==> src/sv/madsr_pkg.sv <==
`timescale 1ns / 1ps

package madsr_pkg;

	// request codes; code 3 is a no-op
	localparam logic [1:0] REQ_TICK  = 2'd0;
	localparam logic [1:0] REQ_START = 2'd1;
	localparam logic [1:0] REQ_STOP  = 2'd2;

	// phase_flags bits
	localparam int F_START_BIT   = 4;
	localparam int F_RELEASE_BIT = 3;
	localparam int F_ECHO_BIT    = 2;

	localparam logic [4:0] FLAGS_IDLE  = 5'h00;
	localparam logic [4:0] FLAGS_START = 5'h10;

	localparam logic [1:0] PH_ATTACK  = 2'd3;
	localparam logic [1:0] PH_DECAY   = 2'd2;
	localparam logic [1:0] PH_SUSTAIN = 2'd1;

	localparam logic [7:0] LEVEL_MAX = 8'hFF;

	typedef struct packed {
		logic [1:0] req_type;
		logic [3:0] channel;
		logic [7:0] attack_step;
		logic [7:0] decay_factor;
		logic [7:0] sustain_level;
		logic [7:0] release_factor;
		logic [7:0] echo_level;
	} req_item_t;

	typedef struct packed {
		logic [3:0] out_channel;
		logic       active;
		logic [7:0] envelope_level;
	} rsp_item_t;

	typedef struct packed {
		logic [7:0] release_factor;
		logic [7:0] sustain_level;
		logic [7:0] decay_factor;
		logic [7:0] attack_step;
	} note_params_t;

	typedef struct packed {
		logic [4:0]   phase_flags;
		logic [7:0]   env_level;
		logic [7:0]   echo_count;
		note_params_t params;
	} chan_state_t;

endpackage

==> src/sv/multichannel_adsr_envelope_core.sv <==
`timescale 1ns / 1ps

// Channel  Handshake            Payload              Width
// req      req_valid/req_ready  madsr_pkg::req_item_t  46
// rsp      rsp_valid/rsp_ready  madsr_pkg::rsp_item_t  13
//
// One transaction per cycle sustained while results are taken; each request's result
// passes through the stage-1 registers (state memory read at acceptance), then the result register.
// Channel state lives in a one-port-write, one-port-read memory with a
// registered read; a one-entry forward register covers back-to-back
// transactions on the same channel.
// Reset clears per-channel valid bits at once; no clearing pass is needed.
// A stalled result holds the update stage, which then blocks req_ready.

module multichannel_adsr_envelope_core #(
	parameter int NUM_CHANNELS = 16
) (
	input  logic                 clk,
	input  logic                 arst_n,
	input  logic                 req_valid,
	output logic                 req_ready,
	input  madsr_pkg::req_item_t req,
	output logic                 rsp_valid,
	input  logic                 rsp_ready,
	output madsr_pkg::rsp_item_t rsp
);
	import madsr_pkg::*;

	localparam int IDX_W = (NUM_CHANNELS > 1) ? $clog2(NUM_CHANNELS) : 1;

	chan_state_t mem [NUM_CHANNELS];
	logic [NUM_CHANNELS-1:0] vld_q;

	logic             req_accept;
	logic [IDX_W-1:0] rd_idx;
	logic             rd_in_range;

	logic             valid_s1;
	req_item_t        item_s1;
	logic [IDX_W-1:0] idx_s1;
	logic             in_range_s1;
	chan_state_t      rd_data_s1;
	logic             rd_vld_s1;

	logic             fwd_valid_q;
	logic [IDX_W-1:0] fwd_idx_q;
	chan_state_t      fwd_data_q;

	chan_state_t      cur_s1;
	chan_state_t      nxt_s1;
	logic             adv_s1;
	logic             wr_en;

	logic             rsp_valid_q;
	rsp_item_t        rsp_q;

	assign rd_idx      = IDX_W'(req.channel);
	assign rd_in_range = {3'b000, req.channel} < 7'(NUM_CHANNELS);

	assign adv_s1     = !rsp_valid_q || rsp_ready;
	assign req_ready  = !valid_s1 || adv_s1;
	assign req_accept = req_valid && req_ready;
	assign wr_en      = valid_s1 && adv_s1 && in_range_s1;

	// stage 1 control
	always_ff @(posedge clk or negedge arst_n) begin
		if (!arst_n) begin
			valid_s1 <= 1'b0;
		end else if (req_ready) begin
			valid_s1 <= req_valid;
		end
	end

	always_ff @(posedge clk) begin
		if (req_accept) begin
			item_s1     <= req;
			idx_s1      <= rd_idx;
			in_range_s1 <= rd_in_range;
			rd_vld_s1   <= rd_in_range && vld_q[rd_idx];
		end
	end

	// state memory: read at acceptance, write back when stage 1 advances
	always_ff @(posedge clk) begin
		if (req_accept)
			rd_data_s1 <= mem[rd_idx];
		if (wr_en)
			mem[idx_s1] <= nxt_s1;
	end

	always_ff @(posedge clk or negedge arst_n) begin
		if (!arst_n) begin
			vld_q       <= '0;
			fwd_valid_q <= 1'b0;
		end else if (wr_en) begin
			vld_q[idx_s1] <= 1'b1;
			fwd_valid_q   <= 1'b1;
		end
	end

	always_ff @(posedge clk) begin
		if (wr_en) begin
			fwd_idx_q  <= idx_s1;
			fwd_data_q <= nxt_s1;
		end
	end

	// the last write may have landed after this transaction's read
	always_comb begin
		if (fwd_valid_q && fwd_idx_q == idx_s1)
			cur_s1 = fwd_data_q;
		else if (rd_vld_s1)
			cur_s1 = rd_data_s1;
		else
			cur_s1 = '0;
	end

	madsr_update u_update (
		.item (item_s1),
		.cur  (cur_s1),
		.nxt  (nxt_s1)
	);

	always_ff @(posedge clk or negedge arst_n) begin
		if (!arst_n) begin
			rsp_valid_q <= 1'b0;
		end else if (adv_s1) begin
			rsp_valid_q <= valid_s1;
		end
	end

	always_ff @(posedge clk) begin
		if (valid_s1 && adv_s1) begin
			rsp_q.out_channel    <= item_s1.channel;
			rsp_q.active         <= in_range_s1 && (nxt_s1.phase_flags != FLAGS_IDLE);
			rsp_q.envelope_level <= in_range_s1 ? nxt_s1.env_level : 8'd0;
		end
	end

	assign rsp_valid = rsp_valid_q;
	assign rsp       = rsp_q;

`ifndef ASSERT_OFF
	a_out_of_range_quiet: assert property (@(posedge clk) disable iff (!arst_n)
		rsp_valid && ({3'b000, rsp.out_channel} >= 7'(NUM_CHANNELS))
		|-> (!rsp.active && rsp.envelope_level == 8'd0))
		else $error("out-of-range channel reported activity");

	a_start_active: assert property (@(posedge clk) disable iff (!arst_n)
		valid_s1 && adv_s1 && in_range_s1 && item_s1.req_type == REQ_START
		|=> rsp_valid && rsp.active)
		else $error("note start did not report an active channel");

	a_idle_stays_idle: assert property (@(posedge clk) disable iff (!arst_n)
		valid_s1 && adv_s1 && cur_s1.phase_flags == FLAGS_IDLE
		&& (item_s1.req_type == REQ_TICK || item_s1.req_type == REQ_STOP)
		|=> rsp_valid && !rsp.active)
		else $error("idle channel woke up without a note start");

	a_no_write_on_stall: assert property (@(posedge clk) disable iff (!arst_n)
		valid_s1 && !adv_s1 |-> !wr_en && !req_ready)
		else $error("state written or request taken while result stalled");
`endif

endmodule

==> src/sv/madsr_update.sv <==
`timescale 1ns / 1ps

module madsr_update (
	input  madsr_pkg::req_item_t   item,
	input  madsr_pkg::chan_state_t cur,
	output madsr_pkg::chan_state_t nxt
);
	import madsr_pkg::*;

	logic [7:0]  factor;
	logic [15:0] product;
	logic [7:0]  scaled;
	logic [8:0]  attack_sum;
	logic [7:0]  echo_dec;

	assign factor     = cur.phase_flags[F_RELEASE_BIT] ? cur.params.release_factor
	                                                   : cur.params.decay_factor;
	assign product    = 16'(cur.env_level) * 16'(factor);
	assign scaled     = product[15:8];
	assign attack_sum = 9'(cur.env_level) + 9'(cur.params.attack_step);
	assign echo_dec   = cur.echo_count - 8'd1;

	always_comb begin
		nxt = cur;
		unique case (item.req_type)
			REQ_TICK: begin
				if (cur.phase_flags == FLAGS_IDLE) begin
					nxt = cur;
				end else if (cur.phase_flags[F_START_BIT]) begin
					if (cur.phase_flags[F_RELEASE_BIT]) begin
						// stop arrived before the note began: cancel
						nxt.phase_flags = FLAGS_IDLE;
					end else begin
						nxt.phase_flags = {3'b000, PH_ATTACK};
						nxt.env_level   = cur.params.attack_step;
					end
				end else if (cur.phase_flags[F_ECHO_BIT]) begin
					nxt.echo_count = echo_dec;
					if (echo_dec == 8'd0)
						nxt.phase_flags = FLAGS_IDLE;
				end else if (cur.phase_flags[F_RELEASE_BIT]) begin
					nxt.env_level = scaled;
					if (scaled <= cur.echo_count) begin
						if (cur.echo_count == 8'd0)
							nxt.phase_flags = FLAGS_IDLE;
						else
							nxt.phase_flags[F_ECHO_BIT] = 1'b1;
					end
				end else begin
					unique case (cur.phase_flags[1:0])
						PH_DECAY: begin
							nxt.env_level = scaled;
							if (scaled <= cur.params.sustain_level) begin
								if (cur.params.sustain_level == 8'd0) begin
									if (cur.echo_count == 8'd0)
										nxt.phase_flags = FLAGS_IDLE;
									else
										nxt.phase_flags[F_ECHO_BIT] = 1'b1;
								end else begin
									nxt.env_level        = cur.params.sustain_level;
									nxt.phase_flags[1:0] = PH_SUSTAIN;
								end
							end
						end
						PH_ATTACK: begin
							if (attack_sum[8]) begin
								nxt.env_level        = LEVEL_MAX;
								nxt.phase_flags[1:0] = PH_DECAY;
							end else begin
								nxt.env_level = attack_sum[7:0];
							end
						end
						default: nxt = cur;
					endcase
				end
			end
			REQ_START: begin
				nxt.params.attack_step    = item.attack_step;
				nxt.params.decay_factor   = item.decay_factor;
				nxt.params.sustain_level  = item.sustain_level;
				nxt.params.release_factor = item.release_factor;
				nxt.echo_count            = item.echo_level;
				nxt.phase_flags           = FLAGS_START;
			end
			REQ_STOP: begin
				if (cur.phase_flags != FLAGS_IDLE)
					nxt.phase_flags[F_RELEASE_BIT] = 1'b1;
			end
			default: nxt = cur;
		endcase
	end

endmodule

==> config.mk <==
export PLATFORM = sky130hd
export DESIGN_NAME = multichannel_adsr_envelope_core
export DESIGN_NICKNAME = d
export VERILOG_FILES = /design/src/sv/madsr_pkg.sv /design/src/sv/multichannel_adsr_envelope_core.sv /design/src/sv/madsr_update.sv
export SDC_FILE = /design/constraint.sdc
export NUM_CORES = 1
export LEC_CHECK = 0
export BUFFER_PORTS_ARGS = -buffer_cell sky130_fd_sc_hd__buf_4
export CAP_MARGIN = 5
export CORE_ASPECT_RATIO = 1.25
export CORE_MARGIN = 4
export CORE_UTILIZATION = 60
export CTS_CLUSTER_SIZE = 28
export DETAILED_ROUTE_END_ITERATION = 8
export PLACE_DENSITY_LB_ADDON = 0.25
export SETUP_SLACK_MARGIN = 0.1
export SLEW_MARGIN = 5
export SYNTH_ARGS = -nofsm -noshare
export SYNTH_HDL_FRONTEND = slang
export SYNTH_SLANG_ARGS = --single-unit
==> constraint.sdc <==
create_clock -name clk -period 20.8 [get_ports clk]
set_input_delay 3.12 -clock clk [delete_from_list [all_inputs] [get_ports clk]]
set_output_delay 3.12 -clock clk [all_outputs]
set_load 0.02 [all_outputs]
==> flow_summary.toml <==
[outcome]
status = "finished clean"

[global_route]
grt.total_usage = 0.2794
antenna_found_initial = 0
overflow = 0
grt_pass1_vias = 22715
grt_pass1_wl_um = 152500
grt_start_max_net_pins = 104

[cells_and_area]
antenna-diode-count = 0
fill_cells = 4476
multi_input_area_mm2 = 0.01149
regArea_mm2 = 0.03068
area_delta_synth_final_pct = 11.13
nNetsFinal = 2490
stdcell_count = 3362
final_area_mm2 = 0.04758
drive_gt1_frac = 0.2398

[critical_path]
slowest_delay_ns = 0.87
path_max_fanout = 61
cp_data_arrival_time_ns = 10.37
critPathCaptureType = "flop"
crit_slowest_cell = "a22oi_1"
critPathKind = "reg2reg"
cp.required_ns = 21.09
critical_path.startpoint_type = "flop"

[sta]
maxSlewViolCount = 0
finalSetupViolations = 0
finalHoldViolations = 0
post-route-period-util = 0.4847
clock_skew_ns = 0.02432
period_needed_ns = 10.08
slew_headroom = 0.1947
fmax_mhz = 99.19
setup_slack_ns = 10.72
rsz0062_at_grt = "false"
final.setup.tns_ns = 0
max_slew.worst_pin.slew_ns = 1.203

[placed_design]
io_buffers = 64
globalplace.congestion = 0.9435
pre_cts_ws_ns = 10.72
placed_cells = 3187
dpl_cell_area_mm2 = 0.04447
hpwl_um = 59000

[die]
die_h_um = 306.7
num_rows = 109
die-width_um = 246.9
ios = 65
core_area_mm2 = 0.07078
initial_core_util = 0.6049
dieArea_mm2 = 0.07573

[clock_network]
h-tree-depth = 3
clock-sinks = 1025
ctsResizeCount = 0
cts_buffers = 94
clock_latency_ns = 0.66
hold_buffers = 0
root_buffer = "clkbuf_16"
cts_tree = "yes"
cts_setup_buffers = 0
cts.path.max_buffers = 3
clk_pin_slew_worst_paths_ns = 0.06

[power_and_ir_drop]
power.density_mw_per_mm2 = 100.8
power_frac_seq = 0.509
p_comb_frac = 0.132
p_sw_mw = 1.173
clock_power_share = 0.359
intPower_mw = 3.623
ir_worst_vdd_v = 0.00009054
p_leak_nw = 15.89
swShare = 0.2446

[yosys]
async_flop_share = 0.01854
synth_ff_type = "edfxtp_1"
syn_area_per_cell_um2 = 19.09
seq_area_frac_synth = 0.7166
netlist_instances = 2243
syn_area_mm2 = 0.04282
synth_edf_count = 1006
ys_ff_latch = 1025
synth_nets = 2389
synth.distinct_cells = 77
yosys_warnings = 0

[job]
cap_violations = 0

[routing]
drt_iter0_drc = 2695
routed_wl_um = 103600
avgViaCountPerCell = 6.634
wl_per_cell_um = 30.83
vias = 22302
drc_errors = 0
antenna_left = 0
first_pass_iters = 8

[hold_path]
hold_class = "reg2reg"
[layer usage]
layer / global-route usage / vias to the layer above / share of wire
met4: 0.09436 / 0 / 0.033
met2: 0.4650 / 1195 / 0.51
met1: 0.3878 / 11688 / 0.37
li1: - / 9249 / -
met5: 0 / - / 0
met3: 0.04160 / 170 / 0.082
[worst max-delay path: cells and delay by family, from the launching register on]
| family | cells | cell delay, ns |
|---|---|---|
| AO/OA/AOI/OAI | 11 | 3.62 |
| XOR/XNOR | 2 | 0.51 |
| adder cells (fa/ha/maj) | 6 | 2.28 |
| flip-flops | 1 | 0.59 |
| AND/OR/NAND/NOR | 10 | 2.61 |
[area by class of cell]
type / instances / area share
clock buffers: 113 / 0.05227
inverters: 72 / 0.005680
well taps: 943 / 0.02480
multi-input cells: 1036 / 0.2414
repair buffers: 115 / 0.01870
clock inverters: 58 / 0.01231
flip-flops and latches: 1025 / 0.6448
[worst paths after layout]
kind,slack (ns),to,startpoint,cells after the start
setup / recovery,10.72,mem[13][41],idx_s1[1],29
hold / removal,0.46,vld_q[15],vld_q[15],1
setup reg to reg,10.72,mem[13][41],idx_s1[1],29
hold reg to reg,0.46,vld_q[15],vld_q[15],1
max in group asynchronous,18.21,vld_q[0],arst_n,1
min in group asynchronous,2.34,fwd_valid_q,arst_n,1
[flip-flops by register name, indices dropped and copies added, names as in the netlist]
name         count
fwd_data_q      45
fwd_valid_q      1
idx_s1           4
item_s1         42
mem            848
rd_data_s1      53
rd_vld_s1        1
rsp             13
rsp_valid        1
valid_s1         1
vld_q           16
[power groups by stage]
| stage | logic [mW] | clock network, mW | registers, mW |
|---|---|---|---|
| after floorplan | 0.432 | 0 | 2.47 |
| after global placement | 0.605 | 0 | 2.48 |
| after detailed placement | 0.622 | 0 | 2.49 |
| after CTS | 0.626 | 1.75 | 2.44 |
| after global routing | 0.691 | 1.84 | 2.45 |
| final | 0.632 | 1.72 | 2.44 |
[kinds of logic after synthesis]
family	after synthesis	share of synthesized area
DFF	1025	0.7166
and+or+nand+nor	395	0.04348
AOI/OAI and AO/OA	241	0.03682
buffers and inverters	182	0.01815
xor gates and xnor gates	17	0.004091
muxes	287	0.1465
adders and majority gates	96	0.03436
[stage by stage]
stage / utilization / hold slack [ns] / power [mW]
after floorplan: - / 0.4277 / 2.900
after global placement: 0.6282 / 0.4439 / 3.087
after detailed placement: 0.6282 / 0.4471 / 3.108
after CTS: 0.6717 / 0.4620 / 4.815
after global routing: 0.6723 / 0.4707 / 4.978
final: 0.6723 / 0.4599 / 4.796
[cell usage in the layout, fill, tap and decap left out, types with 19 or more instances in the layout]
master,Yosys,routed
inv_1,72,71
and3_1,27,27
fa_1,36,36
clkinv_1,0,22
o21ai_0,42,41
clkbuf_16,0,97
ha_1,60,60
buf_4,13,112
nand2_1,106,106
mux4_2,270,270
nor2_1,146,134
dfrtp_1,19,19
nand3_1,21,21
edfxtp_1,1006,1006
a21oi_1,74,72
o21a_1,19,19
[synthesized netlist by cell type (all sizes together) (6+ instances only)]
master,n,area (um^2)
xnor2,17,175.2
ha,60,750.7
nand3,22,115.1
a22oi,7,52.55
nor4,7,58.81
a21oi,76,387.9
mux4,270,6081
nor2,147,559.3
mux2,6,67.56
o21a,20,151.4
nand2b,11,68.82
or2,16,100.1
nand2,107,417.9
and2,7,43.79
or3,6,37.54
edfxtp,1006,30210
buf,54,296.5
a21o,13,97.59
a31oi,11,68.82
fa,36,720.7
inv,72,270.3
and3,27,168.9
o2111ai,7,61.31
nor3,21,105.1
clkbuf,56,210.2
mux2i,11,122.6
nor2b,6,37.54
o21ai,48,244.0
dfrtp,19,475.5
a211oi,6,45.04
Power figures use the tool's default switching activity.
